**config.mk**
```make
export PLATFORM = sky130hd
export DESIGN_NAME = lu_ram
export DESIGN_NICKNAME = d
export VERILOG_FILES = /design/src/rtl/lu_ram.sv
export SDC_FILE = /design/constraint.sdc
export NUM_CORES = 2
export LEC_CHECK = 0
export BUFFER_PORTS_ARGS = -buffer_cell sky130_fd_sc_hd__clkbuf_2
export CAP_MARGIN = 10
export CORE_ASPECT_RATIO = 1.5
export CORE_MARGIN = 2
export CORE_UTILIZATION = 65
export CTS_CLUSTER_DIAMETER = 200
export DETAILED_ROUTE_END_ITERATION = 8
export PLACE_DENSITY_LB_ADDON = 0.15
export SETUP_SLACK_MARGIN = 0.5
export SYNTH_ARGS = -nofsm -noshare
export SYNTH_HDL_FRONTEND = slang
export SYNTH_SLANG_ARGS = --single-unit
```
**constraint.sdc**
```tcl
create_clock -name clk -period 5.9 [get_ports clk]
set_input_delay 1.18 -clock clk [delete_from_list [all_inputs] [get_ports clk]]
set_output_delay 1.18 -clock clk [all_outputs]
set_load 0.01 [all_outputs]
```
**src/rtl/lu_ram.sv**
```systemverilog
// ----------------------------------------------------------------------------
// lu_ram: generic single-port-write, single-port-read RAM
// Registered read data.
// ----------------------------------------------------------------------------
module lu_ram #(
  parameter int WIDTH = 32,
  parameter int DEPTH = 64,
  parameter int AW    = $clog2(DEPTH)
) (
  input  logic             clk,
  input  logic             we,
  input  logic [AW-1:0]    waddr,
  input  logic [WIDTH-1:0] wdata,
  input  logic [AW-1:0]    raddr,
  output logic [WIDTH-1:0] rdata
);

  logic [WIDTH-1:0] mem [DEPTH];

  always_ff @(posedge clk) begin
    if (we) mem[waddr] <= wdata;
    rdata <= mem[raddr];
  end

endmodule

```
==> results.cfg <==
[status]
outcome = finished clean

[power]
power_mw = 29.3
vdd_drop_max_mv = 0.334
power.density_mw_per_mm2 = 335
p_leak_nw = 27.3

[clock_network]
cts_resized = 0
clock_sinks = 2080
numCtsBuffers = 177
hold_buffers = 0
htree_levels = 4
clockBufferDepth = 3
root_buffer = clkbuf_16
post_cts_buffers = 0
tritoncts = built
insertion_delay_ns = 0.81
path_clk_slew_ns = 0.07

[global_route]
grt.total_usage_pct = 34.4
grt_pass1_wl_mm = 289
overflow = 0
grt_pass1_vias = 38800
grt_max_degree = 98
antenna_found_initial = 16

[placement]
place_hpwl_mm = 118
place_congestion = 0.851
placed_area_mm2 = 0.0818
port_buffers = 77

[floorplan]
dieHeight_um = 430
start_util_pct = 65.3
ioPinCount = 78
core.rowCount = 156
die_w_um = 288
die-area_mm2 = 0.124
core_mm2 = 0.120

[critical_path]
cp_max_fo = 97
critPathKind = primary input to flip-flop
crit_path_start_kind = primary input
max_stage_delay_ns = 0.92
crit_slowest_cell = nor2_1
worstSetupEndpointType = flip-flop
worstPathArrival_ns = 4.79
cp_common_cell = nor2_1
crit_chain = buf_8 > buf_12 > or2_2 > o22ai_1 > nor2_1 > a21oi_1 > nor2_1
required_ns = 6.61

[drt]
wl_mm = 207
avgViaCountPerCell = 7.21
wire_per_inst_um = 39.1
drc = 0
vias = 38200
ant_nets = 0
drt_iter0_drc = 5665
drt_pass1_iterations = 6

[sta]
slew_headroom_pct = 12.6
setup_viol_count_final = 0
fmax_mhz = 245
finalMaxSlewViolations = 0
finalHoldViolations = 0
grt_setup_unrepaired = no
tightest_slew_ns = 1.31
setup_tns_ns = 0
post-route-min-period_ns = 4.07
skew_ns = 0.0224
fin_crit_sh_pct = 69.0

[yosys]
synth_edf_count = 2048
synth_seq_cells = 2080
ys_types = 34
ys_async_sr_fraction_pct = 0
syn_nets = 3370
syn-instance-count = 3324
synth-main-ff-cell = edfxtp_1
syn_area_mm2 = 0.0785
yosysSeqAreaShare_pct = 79.1
yosysWarnings = 0
syn_avg_cell_area_um2 = 23.6

[layout]
syn_to_final_growth_pct = 11.6
design_area_mm2 = 0.0876
nets = 3604
drive_gt1_share_pct = 29.7

[min_path]
hp-class = flip-flop to flip-flop

[job]
drv_cap = 0
## synthesized netlist by cell type, drive strengths merged (8+ instances only)
| cell | number | area (µm²) |
|---|---|---|
| a311oi | 8 | 70.1 |
| nor2b | 15 | 93.8 |
| buf | 108 | 608 |
| o221ai | 27 | 236 |
| nand2 | 26 | 97.6 |
| mux2i | 93 | 931 |
| mux4 | 544 | 12300 |
| o22ai | 84 | 526 |
| edfxtp | 2048 | 61500 |
| nor2 | 137 | 514 |
| dfxtp | 32 | 641 |
| a21oi | 62 | 310 |
| nand2b | 8 | 50.1 |
| clkbuf | 74 | 278 |
| a22oi | 12 | 90.1 |
## final timing paths
check                                           from           endpoint  slack (ns)  depth (start not counted)
worst max-delay path                        raddr[1]  rdata[23]$_DFF_P_        1.83                          7
worst min-delay path            mem[28][8]$_DFFE_PP_   rdata[8]$_DFF_P_        0.82                          4
worst max register to register  mem[44][7]$_DFFE_PP_   rdata[7]$_DFF_P_        3.48                          4
worst min register to register  mem[28][8]$_DFFE_PP_   rdata[8]$_DFF_P_        0.82                          4
## routing by layer
| metal | vias to the layer above | share of wire, % | routed length [µm] | global-route usage, % |
|---|---|---|---|---|
| met2 | 2755 | 51 | 107000 | 57.5 |
| met3 | 555 | 11 | 21700 | 7.03 |
| li1 | 14700 | - | - | - |
| met5 | - | 0.027 | 56 | 0 |
| met4 | 10 | 5.6 | 11600 | 16.5 |
| met1 | 20100 | 32 | 67000 | 43.7 |
## stage by stage
stage          hold WS, ns  util (%)  instances  worst slack, ns
5_1_grt              0.843      72.8       5283             1.86
6_report             0.816      72.9       5294             1.83
4_1_cts              0.795      72.7       5274             2.08
2_1_floorplan        0.663         -       3324             1.56
3_5_place_dp         0.786      68.0       4951             1.23
3_3_place_gp         0.795      68.0       4951             1.25
## cell type report
type	instances	area [µm²]
Sequential cell	2080	62100
Clock buffer	246	4940
Clock inverter	77	642
Tap cell	1580	1980
Multi-Input combinational cell	1062	16000
Fill cell	6630	32600
Timing Repair Buffer	237	1900
Antenna cell	12	30.0
## critical path, delay by kind of cell
| family | cells | cell delay [ns] |
|---|---|---|
| compound gates | 2 | 0.60 |
| buf+inv | 2 | 1.04 |
| simple gates | 3 | 1.57 |
## logic make-up after synthesis
family                 count (synthesis)  synth area share, %
AOI/OAI and AO/OA                    202                 1.67
buffers and inverters                182                 1.13
DFF                                 2080                 79.1
muxes                                637                 16.8
and+or+nand+nor                      223                 1.27
## report_power, final
group          internal (mW)  total, mW  switching, mW
combinational          0.563       1.56          0.995
sequential              16.4       16.4         0.0669
clock                   6.29       11.4           5.07
total                   23.2       29.3           6.13
## placed cells by master (no fill, tap or decap), types with 5 or more instances in the layout
cell	n
nand2b_1	7
clkinv_2	29
dfxtp_1	32
edfxtp_1	2048
nand3b_1	5
bufinv_16	10
nor2_4	62
clkinv_1	28
mux2i_1	93
clkbuf_2	73
nor3_1	5
a21oi_1	62
buf_12	19
clkbuf_8	15
a22oi_1	12
nand2_1	26
buf_4	140
mux4_2	544
clkbuf_16	182
nand3_1	5
nor2_1	74
clkbuf_1	49
diode_2	12
o22ai_1	84
o221ai_1	27
a311oi_1	8
inv_6	5
nor2b_1	14
## sequential cells by signal (all words and copies together), names as in the netlist
register,flops
mem,2048
rdata,32
Power figures use the tool's default switching activity.
