### config.mk
export PLATFORM = sky130hd
export DESIGN_NAME = lu_alu
export DESIGN_NICKNAME = d
export VERILOG_FILES = /design/src/rtl/lu_pkg.sv /design/src/rtl/lu_alu.sv
export SDC_FILE = /design/constraint.sdc
export NUM_CORES = 2
export LEC_CHECK = 0
export ABC_AREA = 1
export BUFFER_PORTS_ARGS = -buffer_cell sky130_fd_sc_hd__clkbuf_2
export CAP_MARGIN = 30
export CORE_MARGIN = 2
export CORE_UTILIZATION = 30
export CTS_BUF_LIST = sky130_fd_sc_hd__clkbuf_8
export DETAILED_ROUTE_END_ITERATION = 7
export PLACE_DENSITY = 0.54
export SYNTH_ARGS = -nofsm -noshare
export SYNTH_HDL_FRONTEND = slang
export SYNTH_SLANG_ARGS = --single-unit
### constraint.sdc
create_clock -name clk -period 16.8 [get_ports clk]
set_input_delay 0.84 -clock clk [delete_from_list [all_inputs] [get_ports clk]]
set_output_delay 0.84 -clock clk [all_outputs]
set_load 0.01 [all_outputs]
### src/rtl/lu_pkg.sv
// ----------------------------------------------------------------------------
// lu_pkg: shared constants and types for the LU linear system solver
// Fixed-point sizes, store depths and the arithmetic unit command struct.
// ----------------------------------------------------------------------------
package lu_pkg;

  localparam int MAX_EQ      = 8;
  localparam int FRAC_BITS   = 16;
  localparam int IDX_W       = $clog2(MAX_EQ);
  localparam int CNT_W       = $clog2(MAX_EQ + 1);
  localparam int COEF_DEPTH  = MAX_EQ * (MAX_EQ + 1);
  localparam int COEF_AW     = $clog2(COEF_DEPTH);
  localparam int FAC_DEPTH   = MAX_EQ * MAX_EQ;
  localparam int FAC_AW      = $clog2(FAC_DEPTH);
  localparam int VEC_AW      = (IDX_W > 0) ? IDX_W : 1;
  localparam int DIV_W       = 32 + FRAC_BITS;
  localparam int DIV_CNT_W   = $clog2(DIV_W + 1);

  localparam logic signed [63:0] Q_MAX = 64'sd2147483647;
  localparam logic signed [63:0] Q_MIN = -64'sd2147483648;

  // Command from sequencer to the shared arithmetic unit
  typedef struct packed {
    logic        clr;      // clear accumulator
    logic        mac;      // accumulate product of a and b
    logic        div_go;   // start (elem - acc) / den
  } alu_cmd_t;

  typedef struct packed {
    logic        div_busy;
    logic        div_zero;
  } alu_stat_t;

  function automatic logic signed [31:0] sat32(input logic signed [65:0] v);
    if (v > 66'(Q_MAX)) return 32'h7fffffff;
    if (v < 66'(Q_MIN)) return 32'h80000000;
    return v[31:0];
  endfunction

endpackage

### src/rtl/lu_alu.sv
// ----------------------------------------------------------------------------
// lu_alu: shared multiply-accumulate and restoring divider
// acc += sat(a*b >> F); result = sat(elem - acc); quotient = result / den.
// ----------------------------------------------------------------------------
module lu_alu (
  input  logic                clk,
  input  logic                rst_n,
  input  lu_pkg::alu_cmd_t    cmd,
  input  logic signed [31:0]  a,
  input  logic signed [31:0]  b,
  input  logic signed [31:0]  elem,
  input  logic signed [31:0]  den,
  output logic signed [31:0]  diff,
  output logic signed [31:0]  quot,
  output lu_pkg::alu_stat_t   stat
);

  localparam int DW = lu_pkg::DIV_W;

  logic signed [63:0] prod_r;
  logic               prod_v_r;
  logic signed [37:0] acc_r;           // sum of up to 8 saturated products
  logic signed [63:0] shf;
  logic signed [65:0] dwide;

  // multiply stage, registered before accumulation
  always_ff @(posedge clk) begin
    if (!rst_n) begin
      prod_v_r <= 1'b0;
    end else begin
      prod_v_r <= cmd.mac;
    end
    prod_r <= 64'(a) * 64'(b);
  end

  assign shf = prod_r >>> lu_pkg::FRAC_BITS;

  always_ff @(posedge clk) begin
    if (cmd.clr) acc_r <= '0;
    else if (prod_v_r) acc_r <= acc_r + 38'(lu_pkg::sat32(66'(shf)));
  end

  assign dwide = 66'(elem) - 66'(acc_r);
  assign diff  = lu_pkg::sat32(dwide);

  // restoring divider, one bit per cycle
  logic [DW-1:0]               rem_r, dvd_r;
  logic [31:0]                 dvs_r;
  logic                        neg_r, busy_r, zero_r;
  logic [lu_pkg::DIV_CNT_W-1:0] cnt_r;
  logic [DW:0]                 trial;
  logic [31:0]                 un, ud;

  assign un    = diff[31] ? 32'(-diff) : diff;
  assign ud    = den[31]  ? 32'(-den)  : den;
  assign trial = {rem_r, dvd_r[DW-1]} - {(DW+1-32)'(0), dvs_r};

  always_ff @(posedge clk) begin
    if (!rst_n) begin
      busy_r <= 1'b0;
      zero_r <= 1'b0;
    end else if (cmd.div_go) begin
      zero_r <= (den == 0);
      busy_r <= (den != 0);
      cnt_r  <= lu_pkg::DIV_CNT_W'(DW);
      rem_r  <= '0;
      dvd_r  <= {un, {lu_pkg::FRAC_BITS{1'b0}}};
      dvs_r  <= ud;
      neg_r  <= diff[31] ^ den[31];
    end else if (busy_r) begin
      if (!trial[DW]) rem_r <= trial[DW-1:0];
      else rem_r <= {rem_r[DW-2:0], dvd_r[DW-1]};
      dvd_r <= {dvd_r[DW-2:0], ~trial[DW]};
      cnt_r <= cnt_r - 1'b1;
      if (cnt_r == 1) busy_r <= 1'b0;
    end
  end

  // quotient held in dvd_r after the last step
  always_comb begin
    logic [DW:0] q;
    q = {1'b0, dvd_r};
    if (zero_r) quot = '0;
    else if (neg_r) quot = (q > (DW+1)'(33'h080000000)) ? 32'h80000000 : 32'(-q);
    else quot = (q > (DW+1)'(32'h7fffffff)) ? 32'h7fffffff : q[31:0];
  end

  assign stat.div_busy = busy_r;
  assign stat.div_zero = zero_r;

endmodule

==> flow_metrics.py <==
metrics = {
    "run_status": {
        "status": "finished, final reports clean",
    },
    "grt": {
        "grt_pass1_vias": 47200,
        "grt_max_degree": 71,
        "gr-usage-all-layers": 0.176,
        "grt_pass1_wl_mm": 262,
        "overflow": 0,
        "antenna_found_initial": 9,
    },
    "place": {
        "place_hpwl_mm": 132,
        "place_inst": 9674,
        "routabilityCongestion": 0.880,
        "io_buffer_count": 198,
    },
    "finish": {
        "stdcell_count": 9753,
        "drive_gt1_frac": 0.0579,
        "nets": 8765,
        "area_growth_pct": 7.65,
        "final_cell_mix": "inv_1, nand2_1, fa_1, nor2_1, a21oi_1",
        "final_util": 0.326,
        "fillerInstances": 19700,
        "final_common_cell": "inv_1",
    },
    "setup_path": {
        "path_common_cell": "fa_1",
        "path_class": "input port to register",
        "startpoint": "b[4]",
        "critPathMaxStageDelay_ps": 700,
        "reg2reg_setup_slack_ps": 11740,
        "arrival_ps": 9380,
        "slowest_stage": "clkbuf_2",
        "cp.required_ps": 17270,
        "crit_buf_inv": 8,
        "start_kind": "input port",
        "timing.rr.start": "acc_r[0]$_SDFFE_PP0P_",
        "worstSetupEndpointType": "register",
        "crit_family": "adder cells",
        "cp_max_fo": 32,
    },
    "die": {
        "fp.dieArea_um2": 188000,
        "core_area_um2": 183000,
        "die_height_um": 434,
        "die_w_um": 434,
        "initial_core_util": 0.302,
        "fp-row-count": 157,
        "ios": 199,
    },
    "clock_tree": {
        "cts_buffers": 41,
        "clkLatencyLatePin_ps": 600,
        "ctsHoldBuffers": 0,
        "cts_resized": 0,
        "cts.clk_slew.worst_paths_ps": 50,
        "clock_sinks": 224,
        "clock_path_buffers": 3,
        "post-cts-setup-buffer-count": 0,
        "cts-root-buf": "clkbuf_8",
        "htreeDepth": 2,
        "cts_tree": "done",
    },
    "synth": {
        "synth_area_um2": 55400,
        "seq_area_frac_synth": 0.105,
        "syn_avg_cell_area_um2": 7.67,
        "synthFlopType": "edfxtp_1",
        "synth_cell_types": 63,
        "synth_cells": 7224,
        "ys_ff_latch": 224,
        "synth_fp_nets": 8733,
        "synth_edf_count": 135,
        "ys_warn_count": 0,
        "async_flop_share": 0,
    },
    "route": {
        "viasPerCell": 4.57,
        "drtAntennaViolNets": 0,
        "wl_per_cell_um": 16.8,
        "vias": 44500,
        "first_pass_iters": 6,
        "drtIter0Drc": 2463,
        "drt_wl_total_mm": 164,
        "drc": 0,
    },
    "sta": {
        "fmax_ghz": 0.112,
        "slew_viol_final": 0,
        "setup_viol": 0,
        "worstMarginPinSlew_ps": 1080,
        "post-route-min-period_ps": 8920,
        "finalCritPeriodShare": 0.531,
        "whs_ps": 480,
        "hold_violations": 0,
        "tns_ps": 0,
        "clock_skew_ps": 53.9,
        "rsz0062_at_grt": "no",
        "slew_headroom": 0.279,
    },
    "min_path": {
        "hp-class": "register to register",
        "hold_path_startpoint": "acc_r[37]$_SDFFE_PP0P_",
    },
    "job": {
        "drv_cap": 0,
    },
}
-- final cells by class --
cell class | instances | area (µm²) | area share
multi-input cells | 4625 | 40600 | 0.681
inverters | 2117 | 7950 | 0.133
flip-flops and latches | 224 | 5840 | 0.0978
well taps | 2464 | 3080 | 0.0517
repair buffers | 247 | 1410 | 0.0236
clock buffers | 47 | 647 | 0.0108
clock inverters | 25 | 113 | 0.00189
diodes | 4 | 10.0 | 0.000168
-- per-layer routing --
layer | GRT usage | wire [µm] | vias up | part of all wire
li1 | - | - | 21100 | -
met1 | 0.239 | 73600 | 22000 | 0.45
met2 | 0.300 | 76900 | 1204 | 0.47
met3 | 0.0201 | 9330 | 202 | 0.057
met4 | 0.0377 | 3770 | 8 | 0.023
met5 | 0 | 44 | - | 0.00027
-- kinds of logic after synthesis --
kind of cell | share of synthesized area
compound gates | 0.0703
xor+xnor | 0.0314
fa+ha+maj | 0.457
buf+inv | 0.162
flops | 0.105
simple gates | 0.173
-- registers in the layout, summed over array words and instances, names as in the netlist --
name	flops
acc_r	38
busy_r	1
cnt_r	6
dvd_r	48
dvs_r	32
neg_r	1
prod_r	48
prod_v_r	1
rem_r	48
zero_r	1
-- metrics by stage --
step | cell area, µm² | setup WS, ps
6_report | 59700 | 7880
5_1_grt | 59700 | 7660
4_1_cts | 59600 | 7910
3_5_place_dp | 58800 | 7280
3_3_place_gp | 58800 | 7330
2_1_floorplan | 55400 | 9110
-- worst min-delay path, cell delays in order, from the launching register on --
cell	delay [ps]
dfxtp_1	290
inv_1	80
a21oi_1	60
-- worst paths after layout --
kind	cells after the start	end
max	30	prod_r[62]$_DFF_P_
min	2	acc_r[37]$_SDFFE_PP0P_
max reg2reg	26	dvd_r[44]$_DFFE_PP_
min reg2reg	2	acc_r[37]$_SDFFE_PP0P_
-- cell usage after synthesis, drive strengths merged, types with 2 or more instances --
cell / number / area share
o211ai: 15 / 0.0020
nand3b: 5 / 0.00068
o21ai: 232 / 0.021
edfxtp: 135 / 0.073
a21o: 6 / 0.00081
nand4: 36 / 0.0041
ha: 292 / 0.066
or2: 18 / 0.0020
o21bai: 11 / 0.0015
clkbuf: 236 / 0.016
o31ai: 9 / 0.0012
xnor2: 77 / 0.012
o22ai: 5 / 0.00056
a31oi: 39 / 0.0044
fa: 1084 / 0.39
nor3b: 5 / 0.00077
and3: 2 / 0.00023
a311oi: 5 / 0.00079
nand2: 1677 / 0.12
buf: 22 / 0.0027
nor4: 22 / 0.0025
o221ai: 5 / 0.00079
inv: 2115 / 0.14
clkinv: 2 / 0.00014
a41oi: 2 / 0.00032
dfxtp: 89 / 0.032
nand3: 148 / 0.014
nor3: 49 / 0.0047
a221oi: 4 / 0.00063
o21a: 14 / 0.0019
a211oi: 20 / 0.0027
xor2: 122 / 0.019
o2111ai: 3 / 0.00047
nor2: 383 / 0.027
a21boi: 6 / 0.00081
a21oi: 321 / 0.029
Power is not shown: default switching activity piles up to over one toggle a cycle in this logic, so the estimate is an artifact.
